## src/hdl/ech_pkg.sv

```systemverilog
// Shared types and constants for the event coalescing holdoff table.
// Used by ech_cell, ech_chain and event_coalesce_holdoff_table_top.
`timescale 1ns / 1ps

package ech_pkg;

    localparam int KEY_W           = 32;
    localparam int FLAGS_W         = 8;
    localparam int TICK_W          = 8;
    localparam int DATA_W          = KEY_W + FLAGS_W;
    localparam int MAX_DEPTH       = 64;
    localparam int RANK_W          = $clog2(MAX_DEPTH);
    localparam int DEF_TABLE_DEPTH = 16;

    localparam logic [TICK_W-1:0] DEF_WAIT_TICKS    = TICK_W'(5);
    localparam logic [TICK_W-1:0] DEF_HOLDOFF_TICKS = TICK_W'(5);

    // command carried in tuser
    localparam logic CMD_TICK = 1'b1;

    // configuration register indexes
    localparam logic REG_WAIT    = 1'b0;
    localparam logic REG_HOLDOFF = 1'b1;

    // slot modes
    localparam logic MODE_WAIT = 1'b0;
    localparam logic MODE_HOLD = 1'b1;

    // probe kinds travelling along the chain
    localparam logic [2:0] PK_NONE   = 3'd0;
    localparam logic [2:0] PK_LOOKUP = 3'd1;
    localparam logic [2:0] PK_ALLOC  = 3'd2;
    localparam logic [2:0] PK_SCAN   = 3'd3;
    localparam logic [2:0] PK_RENUM  = 3'd4;
    localparam logic [2:0] PK_AGE    = 3'd5;

    typedef struct packed {
        logic [2:0]         kind;
        logic [KEY_W-1:0]   key;
        logic [FLAGS_W-1:0] flags;
        logic [RANK_W-1:0]  rank;     // queue rank looked for, or tail rank on lookup
        logic [RANK_W-1:0]  aux;      // new rank on renumber
        logic               hit;
        logic               moved;    // holdoff slot moved to the wait queue
        logic               expired;
    } probe_t;

    typedef struct packed {
        logic [TICK_W-1:0] wait_ticks;
        logic [TICK_W-1:0] holdoff_ticks;
    } cfg_t;

endpackage

```

## src/hdl/ech_cell.sv

```systemverilog
// One table slot plus one probe stage of the chain.
// Depends on ech_pkg for probe_t, cfg_t and the probe kind codes.
`timescale 1ns / 1ps

module ech_cell
(
    input  logic            clk,
    input  logic            rst_n,
    input  logic            adv,
    input  ech_pkg::cfg_t   cfg,
    input  ech_pkg::probe_t pin,
    output ech_pkg::probe_t pout
);

    localparam int TW = ech_pkg::TICK_W;

    logic                        valid_reg, valid_next;
    logic                        mode_reg, mode_next;
    logic [ech_pkg::KEY_W-1:0]   key_reg, key_next;
    logic [ech_pkg::FLAGS_W-1:0] flags_reg, flags_next;
    logic [TW-1:0]               count_reg, count_next;
    logic [ech_pkg::RANK_W-1:0]  rank_reg, rank_next;
    ech_pkg::probe_t             probe_reg, probe_next;
    logic                        waiting_here;

    assign waiting_here = valid_reg && (mode_reg == ech_pkg::MODE_WAIT)
                          && (rank_reg == pin.rank);

    always_comb
    begin
        valid_next = valid_reg;
        mode_next  = mode_reg;
        key_next   = key_reg;
        flags_next = flags_reg;
        count_next = count_reg;
        rank_next  = rank_reg;
        probe_next = pin;
        case (pin.kind)
            ech_pkg::PK_LOOKUP:
            begin
                if (valid_reg && (key_reg == pin.key))
                begin
                    probe_next.hit = 1'b1;
                    count_next     = cfg.wait_ticks;
                    if (mode_reg == ech_pkg::MODE_WAIT)
                    begin
                        flags_next = flags_reg | pin.flags;
                    end
                    else
                    begin
                        mode_next        = ech_pkg::MODE_WAIT;
                        flags_next       = pin.flags;
                        rank_next        = pin.rank;
                        probe_next.moved = 1'b1;
                    end
                end
            end
            ech_pkg::PK_ALLOC:
            begin
                // first free slot down the chain claims the key
                if (!valid_reg && !pin.hit)
                begin
                    valid_next     = 1'b1;
                    mode_next      = ech_pkg::MODE_HOLD;
                    key_next       = pin.key;
                    flags_next     = pin.flags;
                    count_next     = cfg.holdoff_ticks;
                    probe_next.hit = 1'b1;
                end
            end
            ech_pkg::PK_SCAN:
            begin
                if (waiting_here)
                begin
                    probe_next.hit   = 1'b1;
                    probe_next.key   = key_reg;
                    probe_next.flags = flags_reg;
                    if (count_reg <= TW'(1))
                    begin
                        probe_next.expired = 1'b1;
                        mode_next          = ech_pkg::MODE_HOLD;
                        count_next         = cfg.holdoff_ticks;
                    end
                    else
                    begin
                        count_next = count_reg - TW'(1);
                    end
                end
            end
            ech_pkg::PK_RENUM:
            begin
                if (waiting_here)
                begin
                    rank_next = pin.aux;
                end
            end
            ech_pkg::PK_AGE:
            begin
                if (valid_reg && (mode_reg == ech_pkg::MODE_HOLD))
                begin
                    if (count_reg <= TW'(1))
                    begin
                        valid_next = 1'b0;
                        mode_next  = ech_pkg::MODE_WAIT;
                    end
                    else
                    begin
                        count_next = count_reg - TW'(1);
                    end
                end
            end
            default:
            begin
            end
        endcase
    end

    always_ff @(posedge clk or negedge rst_n)
    begin
        if (!rst_n)
        begin
            valid_reg <= 1'b0;
            mode_reg  <= ech_pkg::MODE_WAIT;
            probe_reg <= '0;
        end
        else if (adv)
        begin
            valid_reg <= valid_next;
            mode_reg  <= mode_next;
            probe_reg <= probe_next;
        end
    end

    always_ff @(posedge clk)
    begin
        if (adv)
        begin
            key_reg   <= key_next;
            flags_reg <= flags_next;
            count_reg <= count_next;
            rank_reg  <= rank_next;
        end
    end

    assign pout = probe_reg;

endmodule

```

## src/hdl/ech_chain.sv

```systemverilog
// Row of TABLE_DEPTH slot cells; probes enter at cell 0 and leave at the far end.
// Depends on ech_pkg and ech_cell.
`timescale 1ns / 1ps

module ech_chain
#(
    parameter int TABLE_DEPTH = ech_pkg::DEF_TABLE_DEPTH
)
(
    input  logic            clk,
    input  logic            rst_n,
    input  logic            adv,
    input  ech_pkg::cfg_t   cfg,
    input  ech_pkg::probe_t head,
    output ech_pkg::probe_t tail
);

    ech_pkg::probe_t link [TABLE_DEPTH+1];

    assign link[0] = head;

    for (genvar i = 0; i < TABLE_DEPTH; i++)
    begin : g_cell
        ech_cell u_cell
        (
            .clk   (clk),
            .rst_n (rst_n),
            .adv   (adv),
            .cfg   (cfg),
            .pin   (link[i]),
            .pout  (link[i+1])
        );
    end

    assign tail = link[TABLE_DEPTH];

endmodule

```

## src/hdl/event_coalesce_holdoff_table_top.sv

```systemverilog
// Top level of the event coalescing holdoff table: controller, output stage, config.
// Depends on ech_pkg and ech_chain (which holds the ech_cell row).
`timescale 1ns / 1ps

// Usage
//  s_axis: one beat per item. tuser = command (tick when set), tdata = key then flags.
//  m_axis: one beat per emitted event. tdata = key then flags, tuser = overflow,
//          tlast marks the final beat caused by one input beat.
//  cfg:    register writes (index 0 = wait ticks, 1 = holdoff ticks), always ready;
//          write only while the block is idle.
//  Every input beat is turned into probes that walk the row of TABLE_DEPTH slot cells,
//  one cell per cycle while the row is not stalled:
//   event, key known:    one lookup probe, no output beat
//   event, key unknown:  a lookup then an allocate probe, one output beat
//   tick with W waiting: W scan probes, then an ageing probe (only that if none wait)
//  One item is worked on at a time; s_axis_tready is high only between items.
//  Reset empties the table and sets both tick registers to 5.
//  A stalled receiver holds the whole chain once a second result is ready to leave;
//  one result sits in the output register and one is held back to mark tlast.
module event_coalesce_holdoff_table_top
#(
    parameter int TABLE_DEPTH = ech_pkg::DEF_TABLE_DEPTH
)
(
    input  logic                       clk,
    input  logic                       rst_n,
    // input stream
    input  logic                       s_axis_tvalid,
    output logic                       s_axis_tready,
    input  logic [ech_pkg::DATA_W-1:0] s_axis_tdata,  // [31:0] key, [39:32] flags
    input  logic                       s_axis_tuser,  // [0] command
    // output stream
    output logic                       m_axis_tvalid,
    input  logic                       m_axis_tready,
    output logic [ech_pkg::DATA_W-1:0] m_axis_tdata,  // [31:0] out_key, [39:32] out_flags
    output logic                       m_axis_tuser,  // [0] overflow
    output logic                       m_axis_tlast,
    // configuration writes
    input  logic                       cfg_valid,
    output logic                       cfg_ready,
    input  logic                       cfg_index,
    input  logic [ech_pkg::TICK_W-1:0] cfg_data
);

    localparam int KW   = ech_pkg::KEY_W;
    localparam int FW   = ech_pkg::FLAGS_W;
    localparam int RW   = ech_pkg::RANK_W;
    localparam int WL_W = $clog2(TABLE_DEPTH + 1);

    // controller states
    localparam logic [2:0] S_IDLE  = 3'd0;
    localparam logic [2:0] S_LOOK  = 3'd1;  // lookup probe in flight
    localparam logic [2:0] S_ALLOC = 3'd2;  // allocate probe in flight
    localparam logic [2:0] S_SCAN  = 3'd3;  // scanning the wait queue
    localparam logic [2:0] S_AGEQ  = 3'd4;  // send the holdoff ageing probe
    localparam logic [2:0] S_FLUSH = 3'd5;  // release the held result with tlast

    logic [2:0]      state_reg, state_next;
    logic [WL_W-1:0] wlen_reg, wlen_next;   // waiting slots, i.e. queue length
    logic [WL_W-1:0] iss_reg, iss_next;     // next scan rank to issue
    logic [WL_W-1:0] keep_reg, keep_next;   // survivors counted so far this tick

    logic          pend_valid_reg, pend_valid_next;
    logic [KW-1:0] pend_key_reg, pend_key_next;
    logic [FW-1:0] pend_flags_reg, pend_flags_next;

    logic          out_valid_reg, out_valid_next;
    logic [KW-1:0] out_key_reg, out_key_next;
    logic [FW-1:0] out_flags_reg, out_flags_next;
    logic          out_ovf_reg, out_ovf_next;
    logic          out_last_reg, out_last_next;

    logic [ech_pkg::TICK_W-1:0] wait_reg, hold_reg;

    ech_pkg::cfg_t   cfg;
    ech_pkg::probe_t head, tail;
    logic            out_free, scan_emit, need_out, adv, survivor;

    assign cfg.wait_ticks    = wait_reg;
    assign cfg.holdoff_ticks = hold_reg;

    // a beat leaving the chain that must be loaded into the output register
    // stalls the whole row while the output register is still occupied
    assign out_free  = !out_valid_reg || m_axis_tready;
    assign scan_emit = (tail.kind == ech_pkg::PK_SCAN) && tail.hit && tail.expired;
    assign need_out  = (tail.kind == ech_pkg::PK_ALLOC) || (scan_emit && pend_valid_reg);
    assign adv       = !need_out || out_free;
    assign survivor  = (tail.kind == ech_pkg::PK_SCAN) && tail.hit && !tail.expired;

    assign s_axis_tready = (state_reg == S_IDLE);

    always_comb
    begin
        state_next      = state_reg;
        wlen_next       = wlen_reg;
        iss_next        = iss_reg;
        keep_next       = keep_reg;
        pend_valid_next = pend_valid_reg;
        pend_key_next   = pend_key_reg;
        pend_flags_next = pend_flags_reg;
        out_valid_next  = out_valid_reg && !m_axis_tready;
        out_key_next    = out_key_reg;
        out_flags_next  = out_flags_reg;
        out_ovf_next    = out_ovf_reg;
        out_last_next   = out_last_reg;
        head            = '0;
        head.kind       = ech_pkg::PK_NONE;

        if (adv)
        begin
            // probes leaving the chain
            case (tail.kind)
                ech_pkg::PK_LOOKUP:
                begin
                    if (tail.hit)
                    begin
                        if (tail.moved)
                        begin
                            wlen_next = wlen_reg + WL_W'(1);
                        end
                        state_next = S_IDLE;
                    end
                    else
                    begin
                        head.kind  = ech_pkg::PK_ALLOC;
                        head.key   = tail.key;
                        head.flags = tail.flags;
                        state_next = S_ALLOC;
                    end
                end
                ech_pkg::PK_ALLOC:
                begin
                    // emit the new event; with no free slot left it is passed on untracked (overflow)
                    out_valid_next = 1'b1;
                    out_key_next   = tail.key;
                    out_flags_next = tail.flags;
                    out_ovf_next   = !tail.hit;
                    out_last_next  = 1'b1;
                    state_next     = S_IDLE;
                end
                ech_pkg::PK_SCAN:
                begin
                    if (scan_emit)
                    begin
                        if (pend_valid_reg)
                        begin
                            out_valid_next = 1'b1;
                            out_key_next   = pend_key_reg;
                            out_flags_next = pend_flags_reg;
                            out_ovf_next   = 1'b0;
                            out_last_next  = 1'b0;
                        end
                        pend_valid_next = 1'b1;
                        pend_key_next   = tail.key;
                        pend_flags_next = tail.flags;
                    end
                    if (survivor)
                    begin
                        keep_next = keep_reg + WL_W'(1);
                    end
                    // compact the queue: survivor takes the next free rank
                    head.kind = ech_pkg::PK_RENUM;
                    head.rank = tail.rank;
                    head.aux  = RW'(keep_reg);
                    if (tail.rank == RW'(wlen_reg - WL_W'(1)))
                    begin
                        wlen_next  = keep_next;
                        state_next = S_AGEQ;
                    end
                end
                default:
                begin
                end
            endcase

            // probes entering the chain
            case (state_reg)
                S_IDLE:
                begin
                    if (s_axis_tvalid)
                    begin
                        if (s_axis_tuser == ech_pkg::CMD_TICK)
                        begin
                            keep_next = '0;
                            if (wlen_reg == '0)
                            begin
                                head.kind  = ech_pkg::PK_AGE;
                                state_next = S_FLUSH;
                            end
                            else
                            begin
                                head.kind  = ech_pkg::PK_SCAN;
                                head.rank  = '0;
                                iss_next   = WL_W'(1);
                                state_next = S_SCAN;
                            end
                        end
                        else
                        begin
                            head.kind  = ech_pkg::PK_LOOKUP;
                            head.key   = s_axis_tdata[KW-1:0];
                            head.flags = s_axis_tdata[KW+FW-1:KW];
                            head.rank  = RW'(wlen_reg);
                            state_next = S_LOOK;
                        end
                    end
                end
                S_SCAN:
                begin
                    // scan issue ends before the first scan probe returns
                    if (iss_reg < wlen_reg)
                    begin
                        head.kind = ech_pkg::PK_SCAN;
                        head.rank = RW'(iss_reg);
                        iss_next  = iss_reg + WL_W'(1);
                    end
                end
                S_AGEQ:
                begin
                    head.kind  = ech_pkg::PK_AGE;
                    state_next = S_FLUSH;
                end
                S_FLUSH:
                begin
                    if (!pend_valid_reg)
                    begin
                        state_next = S_IDLE;
                    end
                    else if (out_free)
                    begin
                        out_valid_next  = 1'b1;
                        out_key_next    = pend_key_reg;
                        out_flags_next  = pend_flags_reg;
                        out_ovf_next    = 1'b0;
                        out_last_next   = 1'b1;
                        pend_valid_next = 1'b0;
                        state_next      = S_IDLE;
                    end
                end
                S_LOOK, S_ALLOC:
                begin
                end
                default:
                begin
                    state_next = S_IDLE;
                end
            endcase
        end
    end

    always_ff @(posedge clk or negedge rst_n)
    begin
        if (!rst_n)
        begin
            state_reg      <= S_IDLE;
            wlen_reg       <= '0;
            iss_reg        <= '0;
            keep_reg       <= '0;
            pend_valid_reg <= 1'b0;
            out_valid_reg  <= 1'b0;
            wait_reg       <= ech_pkg::DEF_WAIT_TICKS;
            hold_reg       <= ech_pkg::DEF_HOLDOFF_TICKS;
        end
        else
        begin
            state_reg      <= state_next;
            wlen_reg       <= wlen_next;
            iss_reg        <= iss_next;
            keep_reg       <= keep_next;
            pend_valid_reg <= pend_valid_next;
            out_valid_reg  <= out_valid_next;
            if (cfg_valid && cfg_ready)
            begin
                case (cfg_index)
                    ech_pkg::REG_WAIT:    wait_reg <= cfg_data;
                    ech_pkg::REG_HOLDOFF: hold_reg <= cfg_data;
                    default:
                    begin
                    end
                endcase
            end
        end
    end

    always_ff @(posedge clk)
    begin
        pend_key_reg   <= pend_key_next;
        pend_flags_reg <= pend_flags_next;
        out_key_reg    <= out_key_next;
        out_flags_reg  <= out_flags_next;
        out_ovf_reg    <= out_ovf_next;
        out_last_reg   <= out_last_next;
    end

    ech_chain
    #(
        .TABLE_DEPTH (TABLE_DEPTH)
    )
    u_chain
    (
        .clk   (clk),
        .rst_n (rst_n),
        .adv   (adv),
        .cfg   (cfg),
        .head  (head),
        .tail  (tail)
    );

    assign cfg_ready     = 1'b1;
    assign m_axis_tvalid = out_valid_reg;
    assign m_axis_tdata  = {out_flags_reg, out_key_reg};
    assign m_axis_tuser  = out_ovf_reg;
    assign m_axis_tlast  = out_last_reg;

endmodule

```

## config.mk

```make
export PLATFORM = sky130hd
export DESIGN_NAME = event_coalesce_holdoff_table_top
export DESIGN_NICKNAME = d
export VERILOG_FILES = /design/src/hdl/ech_pkg.sv /design/src/hdl/ech_cell.sv /design/src/hdl/ech_chain.sv /design/src/hdl/event_coalesce_holdoff_table_top.sv
export SDC_FILE = /design/constraint.sdc
export NUM_CORES = 2
export LEC_CHECK = 0
export ABC_AREA = 1
export BUFFER_PORTS_ARGS = -buffer_cell sky130_fd_sc_hd__buf_4
export CAP_MARGIN = 20
export CORE_ASPECT_RATIO = 0.7
export CORE_UTILIZATION = 30
export DETAILED_ROUTE_END_ITERATION = 6
export PLACE_DENSITY_LB_ADDON = 0.1
export SYNTH_ARGS = -nofsm -noshare
export SYNTH_HDL_FRONTEND = slang
export SYNTH_SLANG_ARGS = --single-unit
```

## constraint.sdc

```tcl
create_clock -name clk -period 6.9 [get_ports clk]
set_input_delay 1.38 -clock clk [delete_from_list [all_inputs] [get_ports clk]]
set_output_delay 1.38 -clock clk [all_outputs]
set_load 0.01 [all_outputs]
```

==> metrics.csv <==
metric;value;unit
outcome;finished clean;
slowest CP cell;nand2_2;
number of hold buffers added after CTS;0;
count of placed standard cells including taps;14000;
CP Launch Type;flip-flop;
Synth area leader;edfxtp_1;
Final Util;34.1;%
vias in the first global route;68300;
clk sink count;1921;
# port buffers;98;
clock slew at the register clock pins of the worst setup and hold paths;0.06;ns
Largest register FFs;907;
Worst Hold Depth;0;
WL per Instance;21.5;um
Leakage;44.8;nW
Seq/Total Area, Yosys;57.0;%
fin crit share;70.5;%
Tot Pwr;45.2;mW
total wire length;309000;um
Synth area leaders;edfxtp_1 (31%), dfrtp_1 (26%), nand2_1 (8.9%);
TritonCTS Buffers;208;
CP endpoint kind;flip-flop;
critical path class;reg -> reg;
Final min period;4.87;ns
clk_lat worst skew;0.90;ns
CTS HTree Levels;4;
GP Congestion;0.894;
final setup margin;2.03;ns
FF-to-FF setup slack;2.03;ns
Required @ worst endpoint;7.62;ns
starting density of the core;30.2;%
syn nets;10200;
vias after detailed routing;71500;
CTS tree;done;
setup violation total in the final timing report;0;
Post-Layout Cell Count;14400;
Post-DRT Antenna Nets;0;
MaxCap Viol Count;0;
initial DRC count;6534;
CTS resizes;0;
Seq cells post-synth;1921;
Die X;666;um
# rows;170;
ordered list of cells on the worst path;nor2_1, nand2_2, nand2_2, nand2_8, nand2_1, o21ai_1, nand2_1, nor2_1, nand2_1, nor2_2, nand3_2, buf_4, o21ai_1, o21ai_0;
Crit path arrival time;5.59;ns
max-slew violations;0;
largest net degree at the start of global routing;190;
initial antenna violation count;19;
CP max stage delay;0.71;ns
Die Y;467;um
hpwl dp;218000;um
Max VDD drop;203;uV
area grow syn2layout;13.0;%
global-route wire length before repair;460000;um
Hold Worst Slack;0.416;ns
Final Hold Fails;0;
Max clock buf depth;4;
clock skew;0.0491;ns
CTS Root Buffer Type;clkbuf_16;
post-route DRC violation count;0;
Distinct cells, synth;65;
Yosys warnings;0;
worst-path maximum fanout;110;
Worst path depth;14;
Total GRT Usage;19.4;%
layout cell share with drive strength beyond 1;7.85;%
post-route cell area;0.105;mm^2
total gr overflow;0;
unrepaired setup endpoints after global routing;no;
Synth Area per Inst;9.20;um^2
num ports;100;
Pre-antenna DRT Iters;6;
number of synthesized flops with an enable pin;946;
fmax;205;MHz
Placed Area;0.0978;mm^2
# Post-CTS Setup Buffers;0;
R2R depth;14;
total negative slack;0;ns
Bufs and invs on worst path;1;
number of vias per cell;4.97;
total die area;0.311;mm^2
FFs w/ async S/R, synth;50.8;%
Synth top area share;30.7;%
Nets;10200;
Pwr Density;432;mW/mm^2
cell mode on critical path;nand2_1;
total core area;0.307;mm^2
Setup WS pre-CTS;1.58;ns
Top delay family on crit path;simple AND/OR/NAND/NOR gates;
Main synth FF type;dfrtp_1;
hold crit path type;reg -> reg;
Slew @ Worst Pin;1.18;ns
Mapped Area;0.0926;mm^2
Gate Count Post-Synth;10100;
worst rel slew slack;20.8;%
## kinds of logic (layout without fill, tap and decap cells)
family / after synthesis / after routing / synth area share, %
xor gates and xnor gates: 319 / 319 / 3.02
buffers and inverters: 1795 / 1973 / 7.52
and+or+nand+nor: 3607 / 3607 / 16.7
adders and majority gates: 40 / 40 / 0.541
AOI/OAI and AO/OA: 2386 / 2386 / 15.2
DFF: 1921 / 1921 / 57.0
other: 1 / 12 / 0.00405
## final timing paths
check	start	end
max in group asynchronous	rst_n	u_chain.g_cell[2].u_cell.pout[46]
min in group asynchronous	rst_n	u_chain.g_cell[12].u_cell.pout[31]
max reg2reg	u_chain.g_cell[15].u_cell.pout[57]	u_chain.g_cell[0].u_cell.pout[45]
min reg2reg	u_chain.g_cell[13].u_cell.pout[39]	u_chain.g_cell[14].u_cell.key_reg[16]
min	u_chain.g_cell[13].u_cell.pout[39]	u_chain.g_cell[14].u_cell.key_reg[16]
max	u_chain.g_cell[15].u_cell.pout[57]	u_chain.g_cell[0].u_cell.pout[45]
## where the power goes
part           total, mW  internal (mW)  switching, mW
combinational       14.7           4.66           10.0
sequential          19.1           16.4           2.75
clock               11.4           6.52           4.89
## layout by cell type, fill, tap and decap left out, types with 22 or more instances in the layout
cell type,netlist,final
a21oi_1,405,405
a221oi_1,55,55
a22o_1,41,41
a31oi_1,38,38
buf_4,4,208
clkbuf_1,272,72
clkbuf_16,0,213
clkbuf_8,0,42
clkinv_1,25,34
clkinv_2,0,28
dfrtp_1,971,971
edfxtp_1,946,946
ha_1,40,40
inv_1,1326,1326
nand2_1,2200,2195
nand3_1,279,278
nand4_1,173,173
nor2_1,493,477
nor3_1,95,95
nor4_1,94,90
o211ai_1,467,467
o21ai_0,1151,1151
o21ai_1,56,56
o221ai_1,62,62
o22ai_1,22,22
or2_2,199,199
xnor2_1,208,208
xor2_1,111,111
## layout make-up
cell class / count / area [um^2]
clock inverter: 52 / 537
antenna: 11 / 27.5
fill: 31700 / 202000
inverter: 1369 / 5150
multi-input combinational: 6353 / 32900
tap: 4128 / 5160
sequential: 1921 / 52800
clock buffer: 327 / 6180
timing repair buffer: 225 / 1860
## per-layer routing
layer  GRT usage [%]  routed length (um)  vias to the layer above
li1                -                   -                    34200
met2            26.6              122000                     1762
met5               0                   0                        -
met4            2.89                4120                        0
met3            3.61               19300                      291
met1            31.6              163000                    35200
## cells in the mapped netlist (16+ instances only)
| cell type | count |
|---|---|
| nand2_1 | 2200 |
| inv_1 | 1326 |
| o21ai_0 | 1151 |
| dfrtp_1 | 971 |
| edfxtp_1 | 946 |
| nor2_1 | 493 |
| o211ai_1 | 467 |
| a21oi_1 | 405 |
| nand3_1 | 279 |
| clkbuf_1 | 272 |
| xnor2_1 | 208 |
| or2_2 | 199 |
| nand4_1 | 173 |
| buf_2 | 133 |
| xor2_1 | 111 |
| nor3_1 | 95 |
| nor4_1 | 94 |
| o221ai_1 | 62 |
| o21ai_1 | 56 |
| a221oi_1 | 55 |
| a22o_1 | 41 |
| ha_1 | 40 |
| a31oi_1 | 38 |
| clkinv_1 | 25 |
| o22ai_1 | 22 |
| a211oi_1 | 19 |
| inv_2 | 18 |
| nand3b_1 | 18 |
| and2_1 | 16 |
(Power assumes the default switching activity.)
